### src/hdl/rnlt_pkg.sv
// shared types and constants for the rtp nack loss tracker
package rnlt_pkg;

  localparam int TRACK_DEPTH = 64;
  localparam int IDX_W       = $clog2(TRACK_DEPTH);
  localparam int CNT_W       = $clog2(TRACK_DEPTH + 1);
  localparam int SEQ_W       = 16;
  localparam int TIME_W      = 48;
  localparam int RETRY_W     = 3;
  localparam int LIMIT_W     = 24;
  localparam int CFG_IDX_W   = 2;
  localparam int KIND_W      = 2;
  localparam int MAXC_W      = 7;

  localparam logic [KIND_W-1:0] KIND_PACKET  = 2'd0;
  localparam logic [KIND_W-1:0] KIND_POLL    = 2'd1;
  localparam logic [KIND_W-1:0] KIND_CLEANUP = 2'd2;

  localparam logic [CFG_IDX_W-1:0] REG_MAX_AGE     = 2'd0;
  localparam logic [CFG_IDX_W-1:0] REG_MAX_RETRIES = 2'd1;
  localparam logic [CFG_IDX_W-1:0] REG_RETRY_IVL   = 2'd2;

  localparam logic [LIMIT_W-1:0] MAX_AGE_RST     = 24'd1000000;
  localparam logic [RETRY_W-1:0] MAX_RETRIES_RST = 3'd3;
  localparam logic [LIMIT_W-1:0] RETRY_IVL_RST   = 24'd100000;

  localparam logic [SEQ_W-1:0] HALF_SEQ = 16'd32768;

  typedef struct packed {
    logic [SEQ_W-1:0]   seq;
    logic [TIME_W-1:0]  first_time;
    logic [TIME_W-1:0]  last_time;
    logic [RETRY_W-1:0] retries;
  } entry_t;

  localparam int ENTRY_W = $bits(entry_t);

  typedef enum logic [2:0] {
    ST_IDLE,
    ST_READ,
    ST_EVAL,
    ST_ADD,
    ST_FINISH
  } state_t;

  typedef enum logic [2:0] {
    OP_NONE,
    OP_FIRST,
    OP_DROP,
    OP_ADD,
    OP_POLL,
    OP_CLEAN
  } op_t;

  typedef struct packed {
    logic latch;
    logic eval;
    logic add_step;
    logic finish;
  } ctrl_cmd_t;

  typedef struct packed {
    op_t  op_in;
    op_t  op;
    logic scan_done;
    logic add_done;
  } dp_stat_t;

endpackage

### src/hdl/rnlt_ctrl.sv
// sequencer for the table walks
module rnlt_ctrl (
  input  logic               clk,
  input  logic               rst_n,
  input  logic               start,
  output logic               busy,
  input  rnlt_pkg::dp_stat_t stat,
  output rnlt_pkg::ctrl_cmd_t cmd
);

  rnlt_pkg::state_t state_r, state_nxt;

  always_ff @(posedge clk) begin
    if (!rst_n) begin
      state_r <= rnlt_pkg::ST_IDLE;
    end else begin
      state_r <= state_nxt;
    end
  end

  always_comb begin
    state_nxt = state_r;
    case (state_r)
      rnlt_pkg::ST_IDLE: begin
        if (start) begin
          if (stat.op_in == rnlt_pkg::OP_FIRST || stat.op_in == rnlt_pkg::OP_NONE) begin
            state_nxt = rnlt_pkg::ST_FINISH;
          end else begin
            state_nxt = rnlt_pkg::ST_READ;
          end
        end
      end
      rnlt_pkg::ST_READ: begin
        if (stat.scan_done) begin
          state_nxt = (stat.op == rnlt_pkg::OP_ADD) ? rnlt_pkg::ST_ADD : rnlt_pkg::ST_FINISH;
        end else begin
          state_nxt = rnlt_pkg::ST_EVAL;
        end
      end
      rnlt_pkg::ST_EVAL:   state_nxt = rnlt_pkg::ST_READ;
      rnlt_pkg::ST_ADD: begin
        if (stat.add_done) begin
          state_nxt = rnlt_pkg::ST_FINISH;
        end
      end
      rnlt_pkg::ST_FINISH: state_nxt = rnlt_pkg::ST_IDLE;
      default:             state_nxt = rnlt_pkg::ST_IDLE;
    endcase
  end

  always_comb begin
    cmd  = '0;
    busy = (state_r != rnlt_pkg::ST_IDLE);
    case (state_r)
      rnlt_pkg::ST_IDLE:   cmd.latch    = start;
      rnlt_pkg::ST_EVAL:   cmd.eval     = 1'b1;
      rnlt_pkg::ST_ADD:    cmd.add_step = !stat.add_done;
      rnlt_pkg::ST_FINISH: cmd.finish   = 1'b1;
      default:             cmd          = '0;
    endcase
  end

endmodule

### config.mk
export PLATFORM = sky130hd
export DESIGN_NAME = rnlt_ctrl
export DESIGN_NICKNAME = d
export VERILOG_FILES = /design/src/hdl/rnlt_pkg.sv /design/src/hdl/rnlt_ctrl.sv
export SDC_FILE = /design/constraint.sdc
export NUM_CORES = 1
export LEC_CHECK = 0
export BUFFER_PORTS_ARGS = -buffer_cell sky130_fd_sc_hd__buf_4
export CORE_AREA = 2 2 39 41
export CTS_CLUSTER_DIAMETER = 150
export DETAILED_ROUTE_END_ITERATION = 10
export DIE_AREA = 0 0 41 43
export GPL_TIMING_DRIVEN = 0
export PLACE_DENSITY = 0.45
export SYNTH_ARGS = -nofsm -noshare
export SYNTH_HDL_FRONTEND = slang
export SYNTH_SLANG_ARGS = --single-unit
### constraint.sdc
create_clock -name clk -period 1.4 [get_ports clk]
set_input_delay 0.21 -clock clk [delete_from_list [all_inputs] [get_ports clk]]
set_output_delay 0.21 -clock clk [all_outputs]
set_load 0.005 [all_outputs]
* Word-level counts from Yosys, hierarchy flattened
Cells that the tools add are included.
Operators by class: equality and inequality tests 8, multiplexer cells 10, reduce and logical (&&, ||, !) cells 6
Operators with widths (number):
- $mux 3 | 5
- $pmux 3 s4 | 1
- $eq 3x2->1 const B | 3
- $eq 3x1->1 const B | 2
- $logic_not 3->1 | 2
- $mux 1 | 4
- $ne 2x2->1 const B | 2
- $eq 3x3->1 const B | 1
- $reduce_bool 3->1 | 1
- $reduce_and 2->1 | 1
- $logic_not 1->1 | 1
- $logic_or 1x1->1 | 1
Storage, ports and cells: bits in registers 3, logic and storage cells 25

* Longest topological paths before layout
Gate-level depths: netlist of run 1.
depth in word-level cells 5, depth in mapped cells 4, gate-level depth less buffers 3

* Worst setup path before layout of run 1
No wires, ideal clock.
path kind register to output, start register state_r[1], end output port cmd[3] (netlist bit), arrival time 0.931 ns, data required time 1.190 ns, setup slack 0.259 ns, stages on the path, launching flop included 4, cell sequence dfxtp_1 buf_6 or3_1 nor2_1
RTL lines:
- from (decl) | line rnlt_ctrl.sv:11 | rnlt_pkg::state_t state_r, state_nxt;
- from (signal assigned) | line rnlt_ctrl.sv:15 | state_r <= rnlt_pkg::ST_IDLE;
- from (signal assigned) | line rnlt_ctrl.sv:17 | state_r <= state_nxt;
- to (decl) | line rnlt_ctrl.sv:8 | output rnlt_pkg::ctrl_cmd_t cmd

==> summary.txt, run 1 <==
Asr flop ratio synth: 0%
Yosys warning count: 0
Simple-gate share of the synthesized area: 42.78%
Yosys top cell area share: 26.67%
Syn-to-layout area delta: 86.67%
Final Cycle Share: 98.39%
Initial antenna violation count: 0
# IOs: 16
Slowest stage delay, CP: 0.31 ns
Largest regs: state_r: 3 flops
CP Cell Sequence: buf_6 > buf_4 > and4bb_2 > buf_4
First-pass GRT wire length: 972 um
Main flop type after synthesis: dfxtp_1
Leakage Power: 0.1895 nW
Post-placement cell area: 350.3 sq um
Reg clk slew, reported paths: 0.04 ns
Synth area leader: dfxtp_1
Synthesized flop and latch total: 3
Seq/Total Area, Yosys: 26.67%
Drc violations: 0
Core ar.: 1384 sq um
Die width: 41 um
Share of cells above drive strength 1: 59.18%
H-tree depth: 1
Min Tclk post-route: 1.377 ns
Via-per-instance ratio: 4.446
Worst R2R Setup Slack: 0.09 ns
Mean area per synthesized cell: 8.341 sq um
Clock root buffer master: clkbuf_4
Adder-cell share of the synthesized area: 0%
Max Slew Vio Count: 0
Vias: 289
Critical path endpoint: cmd[1]
Netlist cell types: 19
Die area: 1763 sq um
Max Freq: 0.7260 GHz
CTS tree: built
Worst setup margin: 0.02251 ns
Total Nets Final: 61
Worst relative slew slack: 84.10%
Syn Nets: 38
Worst slack, placed: 0.1689 ns
Hold crit path type: in2reg
WL/cell: 10.12 um
Cells after Synth: 27
Critical Path Start Type: register
Final Hold Viols: 0
Mux cell area share after synthesis: 0%
Hold bufs inserted after CTS: 0
Critical path peak fanout: 9
Number of cells on the critical path: 4
Starting DRC count in detailed routing: 14
RSZ-0062 raised after global routing: yes
Worst-margin pin slew: 0.2382 ns
Finished Cell Area: 420.4 sq um
EDFF count, synth: 0
Xor/xnor share of the synthesized area: 0%
Number of detailed-route iterations in the first pass: 4
Critical Path RT: 1.19 ns
R2R Path Start: state_r[0]
Total CTS buffers: 3
Reg2Reg Capture Point: state_r[2]
Largest family of logic cells by synthesized area: simple AND/OR/NAND/NOR gates
Port bufs: 14
Clk sink count: 3
Biggest register: state_r
Worst setup path startpoint: state_r[0]
CP delay by family, top: buffers and inverters
Worst path bufs/invs: 3
Worst-Skew Late Latency: 0.23 ns
Most common cell in the netlist: dfxtp_1
Hpwl dp: 449.7 um
Largest register FFs: 3
Deepest clock path buffer count: 2
CP most frequent cell: buf_4
Synth top area cells: dfxtp_1, buf_6, and4bb_2
Peak supply drop: 0.2163 mV
Slowest cell on the critical path: dfxtp_2
Cell Area, Synth: 225.2 sq um
Pin count of the biggest net entering global routing: 12
Pwr dens: 848.5 nW/um^2
Post-synthesis compound-gate area fraction: 17.22%
Reg2Reg Depth: 4
Setup TNS: 0 ns
Rows: 14
# fillers: 154
Dpl cells: 57
Critical Path AT: 1.17 ns
Crit Path Class: reg2out
Max cap viols: 0
Hold_ws: 0.1794 ns
Gpl congestion: 0.7481
Global route total overflow: 0
Clock skew: 0.003624 ns
GRT Overall Usage: 8.744%
Die height: 43 um
Outcome: completed
CP Capture Type: output port
Final Setup Violations: 0
Number of global-route vias before repair: 243
Detailed Route WL: 658 um
Antenna Nets Post-Route: 0
Initial Utilization: 16.27%
Ant diodes: 0
Fin cells: 65
==> area by class of cell <==
cell class	instances	area (sq um)	area share [%]
Inverter	2	7.507	1.786
Clock buffer	4	26.28	6.250
Tap cell	16	20.02	4.762
Multi-Input combinational cell	20	147.6	35.12
Timing Repair Buffer	19	142.6	33.93
Buffer	1	11.26	2.679
Sequential cell	3	65.06	15.48
==> per-layer routing <==
metal	global-route usage, %	vias up	wire, um
met5	0	-	0
met4	8.000	0	0
met3	4.712	0	61
met2	10.31	15	308
met1	10.65	124	288
li1	-	150	-
==> through the flow <==
step	total power [mW]	util, %
CTS	0.3577	27.49
detailed placement	0.1915	25.32
floorplan	0.1456	-
global placement	0.1925	25.32
global route	0.3838	30.38
finish	0.3567	30.38
==> worst reg2reg max path, cell delays in order, from the launching register on <==
cell	delay (ns)
dfxtp_2	0.31
buf_6	0.11
buf_4	0.15
or4_1	0.50
a31oi_1	0.17
==> layout by cell type (no fill, tap or decap), types with 2 or more instances in the layout <==
| cell type | synthesis | layout |
|---|---|---|
| buf_4 | 0 | 19 |
| clkbuf_4 | 0 | 3 |
| inv_1 | 2 | 2 |
| nand2_1 | 2 | 2 |
| nand3_1 | 2 | 2 |
==> timing repair <==
item | 4_1_cts | 5_1_grt
resized for setup | 3 | 3
hold endpoints to repair | 0 | 0
setup endpoints to repair | 2 | 3
pin swaps | 1 | 3
buffers inserted | 1 | 4
==> worst min-delay path by stage <==
stage | from | cells after the start | to
after detailed placement | stat[0] | 2 | state_r[1]
after global routing | stat[0] | 2 | state_r[1]
after global placement | stat[0] | 2 | state_r[1]
after CTS | stat[0] | 2 | state_r[1]
after floorplan | stat[0] | 1 | state_r[1]
final | stat[0] | 2 | state_r[1]
==> power by group <==
| part | switching (mW) | internal (mW) | total [mW] |
|---|---|---|---|
| registers | 0.00615 | 0.0918 | 0.0980 |
| clock network | 0.0448 | 0.107 | 0.152 |
| logic | 0.0401 | 0.0670 | 0.107 |
| total | 0.0910 | 0.266 | 0.357 |
==> cells by family after synthesis <==
group | count (synthesis)
AOI/OAI and AO/OA | 5
buffers and inverters | 4
DFF | 3
and+or+nand+nor | 15
Power figures use the tool's default switching activity.
==> run 2: changes to the inputs <==
--- a/config.mk
+++ b/config.mk
@@ -11,7 +11,7 @@
 export DETAILED_ROUTE_END_ITERATION = 10
 export DIE_AREA = 0 0 41 43
 export GPL_TIMING_DRIVEN = 0
-export PLACE_DENSITY = 0.45
+export PLACE_DENSITY = 0.47
 export SYNTH_ARGS = -nofsm -noshare
 export SYNTH_HDL_FRONTEND = slang
 export SYNTH_SLANG_ARGS = --single-unit
==> summary.txt, run 2 (synthesized netlist as in run 1, its figures left out) <==
Critical Path AT: 1.14 ns (-0.03 ns)
Comb power frac: 27.0% (-3.0 points)
Gpl congestion: 0.7700 (+2.9%)
Switch share: 26.00% (+0.48 points)
Core ar.: 1384 sq um (unchanged)
Max Slew Vio Count: 0 (unchanged)
Number of cells on the critical path: 3 (-1)
Vias: 286 (-1.0%)
FF/Latch Area: 67.56 sq um (+3.8%)
GRT Overall Usage: 7.631% (-1.1 points)
Die area: 1763 sq um (unchanged)
Drc violations: 0 (unchanged)
Sw Pwr: 90.32 uW (-0.80%)
RSZ-0062 raised after global routing: no
Hold crit path type: in2reg
Peak supply drop: 0.2863 mV (+32%)
Setup TNS: 0 ns (unchanged)
Die width: 41 um (unchanged)
Critical Path RT: 1.19 ns (about the same)
Number of detailed-route iterations in the first pass: 4 (unchanged)
Clock share of power: 45.0% (+2.5 points)
Most frequent cells in the layout: buf_4, clkbuf_4
Clock skew: 0.005053 ns (+0.001429 ns)
Largest register FFs: 3 (unchanged)
Number of global-route vias before repair: 229 (-5.8%)
Total Nets Final: 57 (-6.6%)
Initial antenna violation count: 0 (unchanged)
Clk sink count: 3 (unchanged)
Port bufs: 14 (unchanged)
Commonest non-fill, non-tap cell in the layout: buf_4
Int Power: 257.0 uW (-3.3%)
Deepest clock path buffer count: 2 (unchanged)
Share of cells above drive strength 1: 53.33% (-5.9 points)
Worst relative slew slack: 84.20% (+0.10 points)
Reg clk slew, reported paths: 0.04 ns (about the same)
Leakage Power: 0.1635 nW (-14%)
Clock root buffer master: clkbuf_4
Global route total overflow: 0 (unchanged)
Total CTS buffers: 3 (unchanged)
Critical path peak fanout: 2 (-7)
Pin count of the biggest net entering global routing: 11 (-1)
Slowest stage delay, CP: 0.38 ns (+0.07 ns)
Post-placement cell area: 350.3 sq um (unchanged)
WL/cell: 9.590 um (-5.3%)
Final Hold Viols: 0 (unchanged)
Tot Pwr: 347.3 uW (-2.6%)
Worst-margin pin slew: 0.2367 ns (-0.001541 ns)
Die height: 43 um (unchanged)
Detailed Route WL: 585 um (-11%)
Worst path bufs/invs: 1 (-2)
Multi-input gate area: 142.6 sq um (-3.4%)
Worst-Skew Late Latency: 0.24 ns (about the same)
H-tree depth: 1 (unchanged)
First-pass GRT wire length: 876 um (-9.9%)
Critical Path Start Type: register
Antenna Nets Post-Route: 0 (unchanged)
Reg2Reg Depth: 3 (-1)
Outcome: completed
CP Capture Type: output port
# fillers: 159 (+3.2%)
Slowest cell on the critical path: or3_4
CTS tree: built
Initial Utilization: 16.27% (unchanged)
CP Cell Sequence: or3_4 > nor2_2 > buf_4
# IOs: 16 (unchanged)
Hpwl dp: 434.3 um (-3.4%)
Finished Cell Area: 384.1 sq um (-8.6%)
Final Setup Violations: 0 (unchanged)
Min Tclk post-route: 1.347 ns (-0.03047 ns)
Flop pwr share: 28.0% (+0.5 points)
Hold bufs inserted after CTS: 0 (unchanged)
Largest regs: state_r: 3 flops
CP delay by family, top: simple AND/OR/NAND/NOR gates
Hold path cells: 2 (unchanged)
Ant diodes: 0 (unchanged)
Starting DRC count in detailed routing: 4 (-10)
Syn-to-layout area delta: 70.56%
Via-per-instance ratio: 4.689 (+5.5%)
Final Cycle Share: 96.22% (-2.2 points)
Max cap viols: 0 (unchanged)
Max Freq: 0.7424 GHz (+2.3%)
Biggest register: state_r
Crit Path Class: reg2out
Rows: 14 (unchanged)
Pwr dens: 904.2 nW/um^2 (+6.6%)
run 2: cell count changes in the layout (fill, tap and decap cells not counted):
cell     delta
buf_4       -3
dfxtp_4     +1
nor3_2      -1
buf_6       -1
nor3_1      +1
dfxtp_2     -1
run 2: final cells by class:
| class | count | area share (%) |
|---|---|---|
| clock buffer | 4 | 6.840 |
| inverter | 2 | 1.954 |
| multi-input combinational | 20 | 37.13 |
| sequential | 3 | 17.59 |
| tap | 16 | 5.212 |
| timing repair buffer | 16 | 31.27 |
run 2: layer usage:
layer | vias up | routed length, um | track usage (%)
met5 | - | 0 | 0
li1 | 140 | - | -
met4 | 0 | 19 | 8.000
met3 | 2 | 39 | 1.571
met1 | 130 | 253 | 9.003
met2 | 14 | 273 | 10.31
run 2: final timing paths:
check	from	end	slack [ns]
min	stat[0]	state_r[1]	0.17
max	state_r[1]	cmd[3]	0.05
max reg2reg	state_r[1]	state_r[2]	0.17
min reg2reg	state_r[1]	state_r[1]	0.60
run 2: timing repair:
| action | CTS | global route |
|---|---|---|
| pin swaps | 1 | 1 |
| gates resized for setup | 5 | 1 |
| buffers inserted | 2 | 0 |
| setup endpoints to repair | 2 | 1 |
| hold endpoints to repair | 0 | 0 |
run 2: metrics by stage:
step	std cells	hold WS (ns)	setup WS, ns	util (%)
floorplan	27	0.3186	0.2592	-
global placement	57	0.4274	0.1678	25.32
detailed placement	57	0.4262	0.1593	25.32
CTS	61	0.1671	0.01314	27.58
global route	61	0.1921	0.01375	27.76
finish	61	0.1707	0.05298	27.76
run 2: power groups by stage:
stage / combinational (mW) / sequential, mW / clock [mW]
after floorplan: 0.0482 / 0.0974 / 0
after global placement: 0.0932 / 0.0989 / 0
after detailed placement: 0.0921 / 0.0986 / 0
after CTS: 0.0928 / 0.0973 / 0.159
after global routing: 0.104 / 0.0977 / 0.167
final: 0.0939 / 0.0971 / 0.156
==> run 3: changes to the inputs <==
--- a/config.mk
+++ b/config.mk
@@ -6,6 +6,7 @@
 export NUM_CORES = 1
 export LEC_CHECK = 0
 export BUFFER_PORTS_ARGS = -buffer_cell sky130_fd_sc_hd__buf_4
+export CAP_MARGIN = 20
 export CORE_AREA = 2 2 39 41
 export CTS_CLUSTER_DIAMETER = 150
 export DETAILED_ROUTE_END_ITERATION = 10
==> constraint.sdc (replaced) <==
create_clock -name clk -period 1.4 [get_ports clk]
set_input_delay 0.14 -clock clk [delete_from_list [all_inputs] [get_ports clk]]
set_output_delay 0.14 -clock clk [all_outputs]
set_load 0.005 [all_outputs]
==> summary.txt, run 3 (synthesized netlist as in run 1, its figures left out) <==
Ant diodes: 0 (unchanged)
Gpl congestion: 0.7700 (unchanged)
GRT Max-Usage Layer: met1
Total Nets Final: 55 (-3.5%)
Reg clk slew, reported paths: 0.04 ns (about the same)
CTS tree: built
Final Hold Viols: 0 (unchanged)
Die height: 43 um (unchanged)
Outcome: completed
Most frequent cells in the layout: buf_4, clkbuf_4
Setup TNS: 0 ns (unchanged)
Clk sink count: 3 (unchanged)
Hold bufs inserted after CTS: 0 (unchanged)
Min Tclk post-route: 1.349 ns (+0.001516 ns)
H-tree depth: 1 (unchanged)
Flop pwr share: 31.3% (+3.3 points)
GRT Overall Usage: 7.129% (-0.50 points)
Comb power frac: 22.9% (-4.1 points)
Syn-to-layout area delta: 61.67%
Clock root buffer master: clkbuf_4
First-pass GRT wire length: 821 um (-6.3%)
Vias: 266 (-7.0%)
Clock share of power: 45.7% (+0.7 points)
CP delay by family, top: simple AND/OR/NAND/NOR gates
# IOs: 16 (unchanged)
Reg2Reg Capture Point: state_r[2]
CP Capture Type: output port
Number of detailed-route iterations in the first pass: 4 (unchanged)
Crit Path Class: reg2out
Peak supply drop: 0.2672 mV (-6.7%)
Biggest register: state_r
Critical Path RT: 1.26 ns (+0.07 ns)
Critical Path AT: 1.21 ns (+0.07 ns)
Worst relative slew slack: 84.63% (+0.42 points)
Slowest cell on the critical path: or3_4
Drc violations: 0 (unchanged)
Initial Utilization: 16.27% (unchanged)
Met3 GRT Util: 1.571% (unchanged)
Global route total overflow: 0 (unchanged)
Max Freq: 0.7415 GHz (-0.11%)
Reg2Reg Depth: 2 (-1)
Leakage Power: 0.1528 nW (-6.5%)
Max Slew Vio Count: 0 (unchanged)
Worst-Skew Late Latency: 0.24 ns (about the same)
Final Setup Violations: 0 (unchanged)
Worst path bufs/invs: 1 (unchanged)
Switch share: 25.38% (-0.62 points)
Core ar.: 1384 sq um (unchanged)
Largest register FFs: 3 (unchanged)
Largest regs: state_r: 3 flops
Total CTS buffers: 3 (unchanged)
M2 GR Usage: 8.750% (-1.6 points)
Worst R2R Setup Slack: 0.29 ns (+0.12 ns)
Number of global-route vias before repair: 221 (-3.5%)
Share of cells above drive strength 1: 48.84% (-4.5 points)
Hold crit path type: in2reg
# fillers: 161 (+1.3%)
Pin count of the biggest net entering global routing: 12 (+1)
Rows: 14 (unchanged)
R2R Path Start: state_r[1]
Initial antenna violation count: 0 (unchanged)
Die area: 1763 sq um (unchanged)
Clock skew: 0.003145 ns (-0.001908 ns)
Worst setup margin: 0.05146 ns (-0.001516 ns)
Max cap viols: 0 (unchanged)
Detailed Route WL: 553 um (-5.5%)
Hold endpoint: state_r[1]
Met1 usage: 9.003% (unchanged)
Critical path peak fanout: 11 (+9)
RSZ-0062 raised after global routing: no
Final Cycle Share: 96.32% (+0.11 points)
Port bufs: 14 (unchanged)
Deepest clock path buffer count: 2 (unchanged)
Die width: 41 um (unchanged)
Hold_sp: stat[0]
Hold path cells: 2 (unchanged)
Starting DRC count in detailed routing: 5 (+1)
WL/cell: 9.373 um (-2.3%)
Via-per-instance ratio: 4.508 (-3.8%)
CP Cell Sequence: or3_4 > nor2_1 > buf_4
Hpwl dp: 434.3 um (unchanged)
Pwr dens: 926.1 nW/um^2 (+2.4%)
Commonest non-fill, non-tap cell in the layout: buf_4
Sw Pwr: 85.59 uW (-5.2%)
Worst-margin pin slew: 0.2304 ns (-0.006338 ns)
Int Power: 251.6 uW (-2.1%)
Worst slack, placed: 0.2179 ns (+0.05868 ns)
Critical Path Start Type: register
Slowest stage delay, CP: 0.39 ns (about the same)
Antenna Nets Post-Route: 0 (unchanged)
[run 3: changes by cell type in the layout (fill, tap and decap cells not counted)]
cell / change
buf_4: -2
dfxtp_2: +1
dfxtp_4: -1
nor2_1: +1
nor2_2: -1
[run 3: cell type report]
| class | count | area, sq um | area share [%] |
|---|---|---|---|
| Inverter | 2 | 7.507 | 2.062 |
| Timing Repair Buffer | 14 | 105.1 | 28.87 |
| Sequential cell | 3 | 65.06 | 17.87 |
| Clock buffer | 4 | 26.28 | 7.216 |
| Tap cell | 16 | 20.02 | 5.498 |
| Multi-Input combinational cell | 20 | 140.1 | 38.49 |
[run 3: power groups by stage]
stage,registers [mW],clock network [mW],logic [mW]
6_report,0.106,0.154,0.0773
5_1_grt,0.108,0.167,0.0862
4_1_cts,0.106,0.160,0.0784
3_5_place_dp,0.0986,0,0.0921
3_3_place_gp,0.0989,0,0.0932
2_1_floorplan,0.0974,0,0.0482
[run 3: worst register-to-register path, delay by kind of cell (launching register included)]
family | cells | cell delay [ns]
AO/OA/AOI/OAI | 1 | 0.16
flip-flops | 1 | 0.37
AND/OR/NAND/NOR | 1 | 0.51
[run 3: worst max-delay path by stage]
stage / startpoint / to / slack [ns] / cells after the start
after floorplan: state_r[1] / state_r[2] / 0.26 / 3
after global placement: state_r[1] / state_r[2] / 0.21 / 3
after detailed placement: state_r[1] / state_r[2] / 0.22 / 3
after CTS: state_r[0] / cmd[3] / 0.002 / 3
after global routing: state_r[1] / cmd[3] / 0.005 / 3
final: state_r[1] / cmd[3] / 0.05 / 3
[run 3: timing repair]
| action | 4_1_cts | 5_1_grt |
|---|---|---|
| resized for setup | 2 | 2 |
| setup endpoints to repair | 1 | 1 |
| pin swaps | 1 | 0 |
| setup buffers | 0 | 0 |
[run 3: routing by layer]
metal,up-vias,share of wire (%)
met4,0,3.4
met2,14,41
met3,2,7.8
li1,136,-
met1,114,47
met5,-,0
[run 3: through the flow]
stage                     cells  utilization [%]  power (mW)  area, sq um  hold WS (ns)
after floorplan              27                -      0.1456        225.2        0.2486
after global placement       57            25.32      0.1921        350.3        0.3574
after detailed placement     57            25.32      0.1906        350.3        0.3562
after CTS                    59            26.04      0.3438        360.3       0.09995
after global routing         59            26.31      0.3604        364.1        0.1226
final                        59            26.31      0.3372        364.1        0.1023
